### config.mk
export PLATFORM = sky130hd
export DESIGN_NAME = tea_round
export DESIGN_NICKNAME = d
export VERILOG_FILES = /design/src/rtl/tea_pkg.sv /design/src/rtl/tea_round.sv
export SDC_FILE = /design/constraint.sdc
export NUM_CORES = 1
export LEC_CHECK = 0
export ABC_AREA = 1
export BUFFER_PORTS_ARGS = -buffer_cell sky130_fd_sc_hd__buf_2
export CORE_MARGIN = 8
export CORE_UTILIZATION = 61
export DETAILED_ROUTE_END_ITERATION = 8
export GPL_TIMING_DRIVEN = 0
export PLACE_DENSITY = 0.87
export SLEW_MARGIN = 10
export SYNTH_ARGS = -nofsm -noshare
export SYNTH_HDL_FRONTEND = slang
export SYNTH_SLANG_ARGS = --single-unit
### constraint.sdc
create_clock -name clk_i -period 1.2 [get_ports clk_i]
set_input_delay 0.24 -clock clk_i [delete_from_list [all_inputs] [get_ports clk_i]]
set_output_delay 0.24 -clock clk_i [all_outputs]
set_load 0.05 [all_outputs]
### src/rtl/tea_pkg.sv
// Shared types and constants for the TEA block cipher pipeline.
package tea_pkg;

  localparam int unsigned TeaRounds = 32;
  localparam int unsigned WordW     = 32;
  localparam logic [31:0] TeaDelta  = 32'h9e37_79b9;

  // Configuration register indexes
  typedef enum logic [2:0] {
    KeyWord0 = 3'd0,
    KeyWord1 = 3'd1,
    KeyWord2 = 3'd2,
    KeyWord3 = 3'd3
  } cfg_idx_e;

  // One beat moving down the round pipeline
  typedef struct packed {
    logic             valid;
    logic             decrypt;
    logic [WordW-1:0] v0;
    logic [WordW-1:0] v1;
  } tea_beat_t;

  typedef logic [3:0][WordW-1:0] tea_key_t;

endpackage

### src/rtl/tea_round.sv
// One registered half-round of TEA: updates one block word from the other.
module tea_round (
  input  logic                           clk_i,
  input  logic                           rst_ni,
  input  logic                           half_i,
  input  logic [tea_pkg::WordW-1:0]      enc_sum_i,
  input  logic [tea_pkg::WordW-1:0]      dec_sum_i,
  input  tea_pkg::tea_key_t              key_i,
  input  tea_pkg::tea_beat_t             beat_i,
  output tea_pkg::tea_beat_t             beat_o
);
  import tea_pkg::*;

  logic             upd_v0;
  logic [WordW-1:0] src, dst, ka, kb, sum, mix, res;
  logic             valid_q;
  logic             decrypt_q;
  logic [WordW-1:0] v0_q, v1_q;

  // Encrypt updates v0 on the first half, decrypt updates v1 first
  always_comb begin
    upd_v0 = (beat_i.decrypt == half_i);
    src    = upd_v0 ? beat_i.v1 : beat_i.v0;
    dst    = upd_v0 ? beat_i.v0 : beat_i.v1;
    ka     = upd_v0 ? key_i[0] : key_i[2];
    kb     = upd_v0 ? key_i[1] : key_i[3];
    sum    = beat_i.decrypt ? dec_sum_i : enc_sum_i;
    mix    = ((src << 4) + ka) ^ (src + sum) ^ ((src >> 5) + kb);
    res    = beat_i.decrypt ? (dst - mix) : (dst + mix);
  end

  // Valid bit
  always_ff @(posedge clk_i or negedge rst_ni) begin
    if (!rst_ni) begin
      valid_q <= 1'b0;
    end else begin
      valid_q <= beat_i.valid;
    end
  end

  // Payload
  always_ff @(posedge clk_i) begin
    decrypt_q <= beat_i.decrypt;
    v0_q      <= upd_v0 ? res : beat_i.v0;
    v1_q      <= upd_v0 ? beat_i.v1 : res;
  end

  assign beat_o = '{valid: valid_q, decrypt: decrypt_q, v0: v0_q, v1: v1_q};

endmodule

==> results.toml, run 1 <==
[outcome]
status = "aborted with a tool error"
lastStage = "5_1_grt"
error_line = "[ERROR GRT-0116] Global routing finished with congestion. Check the congestion regions in the DRC Viewer."

[yosys]
syn-cell-area_sq_um = 13030
yosysWarnings = 0
ys_seq_area_frac = 0.1018
async_flop_share = 0.01515
synth_edf_count = 0
synth_fp_nets = 2835
syn_inst = 2454
synth_cell_type_count = 45
synth.avg_cell_area_sq_um = 5.309
yosys_register_bits = 66
ys_dominant_reg_cell = "dfxtp_1"

[grt]
grt_overflow = 13
grt_pass1_wl_microns = 134000
grt_max_degree = 13
grt.total_usage = 0.6604
grt_pass1_vias = 23347

[clock_tree]
root_buffer = "clkbuf_16"
cts_sinks = 66
cts_inserted_buffers = 9
htree_levels = 3
cts_max_path_buffers = 2

[place]
placed_area_sq_um = 15270
place.gp.congestion = 1.105
hpwl_microns = 47380
port_buffers = 326
dp_cells = 3055

[die]
rows = 53
dieWidth_microns = 162.1
dieHeight_microns = 162.1
io_pins = 327
start_util = 0.6198
[logic make-up after synthesis]
kind of cell | count (synthesis) | share of synthesized area
adders and majority gates | 120 | 0.1164
AOI/OAI and AO/OA | 338 | 0.1415
and+or+nand+nor | 1475 | 0.4617
DFF | 66 | 0.1018
xor gates and xnor gates | 106 | 0.07443
buffers and inverters | 344 | 0.1004
muxes | 5 | 0.003842
[cell usage after synthesis, types with 22 or more instances]
library cell / number / area share
nand3_1: 170 / 0.065
nand4_1: 32 / 0.015
ha_1: 118 / 0.11
inv_1: 288 / 0.083
o21ai_0: 128 / 0.049
nand2_1: 1031 / 0.30
nand3b_1: 22 / 0.013
nor2_1: 172 / 0.050
clkbuf_1: 35 / 0.010
xnor2_1: 46 / 0.031
xor2_1: 57 / 0.038
a21oi_1: 137 / 0.053
dfxtp_1: 65 / 0.10
[through the flow]
| stage | hold slack [ns] | setup WS (ns) | TNS (ns) | util |
|---|---|---|---|---|
| after detailed placement | 0.01686 | -6.181 | -305.12 | 0.7262 |
| after global placement | 0.01503 | -6.033 | -298.56 | 0.7262 |
| after CTS | 0.01275 | -4.098 | -220.99 | 0.8749 |
| after floorplan | -0.05559 | -3.843 | -199.26 | - |
[layer usage]
metal,overflow,GRT usage
met1,1,0.6620
met2,7,0.8435
met3,0,0.4956
met4,5,0.6141
met5,0,0.2446
[repair_timing]
item / CTS
pin swaps: 111
hold buffers: 1
gates cloned: 2
gates resized for setup: 471
endpoints found under the setup margin: 66
setup buffers: 108
endpoints found under the hold margin: 1
==> inputs of run 2 (changes only) <==
--- a/config.mk
+++ b/config.mk
@@ -8,10 +8,10 @@
 export ABC_AREA = 1
 export BUFFER_PORTS_ARGS = -buffer_cell sky130_fd_sc_hd__buf_2
 export CORE_MARGIN = 8
-export CORE_UTILIZATION = 61
+export CORE_UTILIZATION = 40
 export DETAILED_ROUTE_END_ITERATION = 8
 export GPL_TIMING_DRIVEN = 0
-export PLACE_DENSITY = 0.87
+export PLACE_DENSITY_LB_ADDON = 0.15
 export SLEW_MARGIN = 10
 export SYNTH_ARGS = -nofsm -noshare
 export SYNTH_HDL_FRONTEND = slang
==> run 2 against run 1 <==
Against the previous run:
- the flow now finishes, with violations (negative setup slack)
- synthesized cell count unchanged
- synthesized area unchanged
==> results.toml, run 2 <==
[cells_and_area]
final_cell_mix = "nand2_1, buf_2, inv_1"
top_regs = "v0_q (32), v1_q (32)"
syn_to_final_growth_pct = 53.43
num_antenna_cells = 0
fin_area_sq_um = 19990
final_common_cell = "nand2_1"
drive_gt1_frac = 0.3380
nets = 3302

[place]
port_buffers = 326
placed_area_sq_um = 15470
hpwl_microns = 54210
place.gp.congestion = 1.028
dp_slack_ns = -6.696

[sta]
worst_pin_slew_ns = 1.037
setup_ws_ns = -4.637
slew_headroom = 0.3043
max_freq_ghz = 0.1713
fin_crit_sh = 4.864
finalCriticalPeriod_ns = 5.837
slew_violations = 0
rsz0062_at_grt = "yes"
finalHoldViolCount = 0
setup_viol = 64

[die]
dieArea_sq_um = 38600
io_pins = 327
dieHeight_microns = 196.5
rows = 66
start_util = 0.4035
coreArea_sq_um = 32290
dieWidth_microns = 196.5

[clock_tree]
htree_levels = 3
clkTransAtPathRegs_ns = 0.05
root_buffer = "clkbuf_16"
cts_tree = "yes"
cts_sinks = 66
cts_max_path_buffers = 2
cts_inserted_buffers = 9

[setup_path]
arrival_ns = 6.06
slowest_delay_ns = 0.40
cp_data_required_time_ns = 1.43
slowest_stage = "xor2_1"
crit_fanout = 7
crit_type = "input pin to register"
cp-end-kind = "register"
setup.worst_path.start_class = "input pin"

[yosys]
ys_top_cells_by_area = "nand2_1, ha_1, dfxtp_1, inv_1, nand3_1"
synth-xor-area-share = 0.07443
synthSimpleGateAreaFrac = 0.4617
synth_cell_type_count = 45
synth_fp_nets = 2835
yosysWarnings = 0
yosysTopAreaCellShare = 0.2970
synth_top_family_by_area = "simple AND/OR/NAND/NOR gates"
synthMuxAreaShare = 0.003841
ys_seq_area_frac = 0.1018
synth_commonest_cells = "nand2_1, inv_1, nor2_1"
synth.avg_cell_area_sq_um = 5.309
async_flop_share = 0.01515
ys_dominant_reg_cell = "dfxtp_1"
syn_inst = 2454
synth_compound_area_frac = 0.1415
synth_most_common_cell = "nand2_1"
yosys_register_bits = 66
synth_edf_count = 0
syn-cell-area_sq_um = 13030
synth_top_cell_by_area = "nand2_1"
synth_adder_area_share = 0.1164

[grt]
grt.total_usage = 0.3216
grt_max_degree = 12
grt_overflow = 0
grt_pass1_wl_microns = 95870
grt_pass1_vias = 17175
antenna_found_initial = 1

[power_and_ir_drop]
peakVddDrop_mv = 1.461
p_per_area_nw_per_um2 = 2197
total_leakage_power_nw = 10.52

[routing]
drc = 0
viasPerCell = 5.379
drtIter0Drc = 1395
routedWlPerCell_microns = 19.94
vias = 18115
wl_microns = 67160
drtAntennaViolNets = 0
dr.pass1.iters = 6

[min_path]
worstHoldPathType = "input pin to register"

[outcome]
violations = "negative setup slack"
status = "finished, violations left"

[job]
cap_violations = 0
-- run 2: cell counts after synthesis --
Identical to the previous run, type by type.
-- run 2: report_power, final --
part           switching, mW  internal [mW]  total (mW)
Clock                   1.02           1.44        2.46
Sequential             0.237           3.33        3.56
Combinational           23.3           14.6        37.9
-- run 2: critical path: cells and delay by family --
kind            cells  cell delay, ns
compound gates      5            0.84
xor+xnor            2            0.57
fa+ha+maj           3            0.80
buf+inv            12            1.52
simple gates       15            2.07
-- run 2: repair_timing --
action,4_1_cts,5_1_grt
buffers inserted,68,63
setup endpoints to repair,66,66
endpoints found under the hold margin,1,0
resized for setup,435,318
gates cloned,2,1
pin swaps,100,128
hold buffers,1,0
-- run 2: cell type report --
cell class | count | area, sq um
buffer | 49 | 494.2
clock buffer | 11 | 242.7
clock inverter | 5 | 30.03
fill | 3073 | 12300
inverter | 293 | 1131
multi-input combinational | 2044 | 13370
sequential | 66 | 1326
tap | 442 | 553.0
timing repair buffer | 458 | 2841
-- run 2: metrics by stage --
step / std cells / hold WS (ns) / setup TNS [ns] / util / power [mW]
2_1_floorplan: 2454 / -0.05559 / -199.26 / - / 22.00
3_3_place_gp: 3222 / 0.01528 / -325.70 / 0.4793 / 28.43
3_5_place_dp: 3222 / 0.01603 / -326.52 / 0.4793 / 28.63
4_1_cts: 3307 / 0.003866 / -223.65 / 0.5615 / 36.14
5_1_grt: 3368 / 0.004031 / -248.15 / 0.6191 / 46.49
6_report: 3368 / 0.0003258 / -239.08 / 0.6191 / 43.92
-- run 2: path summary, 6_finish.rpt --
check                           start           endpoint  cells after the start
max in group asynchronous      rst_ni  valid_q$_DFF_PN0_                      2
max                        beat_i[64]   v1_q[26]$_DFF_P_                     37
min in group asynchronous      rst_ni  valid_q$_DFF_PN0_                      2
min                        beat_i[65]  valid_q$_DFF_PN0_                      1
-- run 2: kinds of logic after synthesis --
family / count (synthesis)
mux: 5
compound gates: 338
xor+xnor: 106
buf+inv: 344
flops: 66
simple gates: 1475
fa+ha+maj: 120
-- run 2: per-layer routing --
metal | GRT usage | routed length (microns)
met5 | 0 | 0
met4 | 0.09714 | 2343
met3 | 0.02900 | 4766
met2 | 0.5666 | 32240
met1 | 0.4103 | 27810
Power figures use the tool's default switching activity.
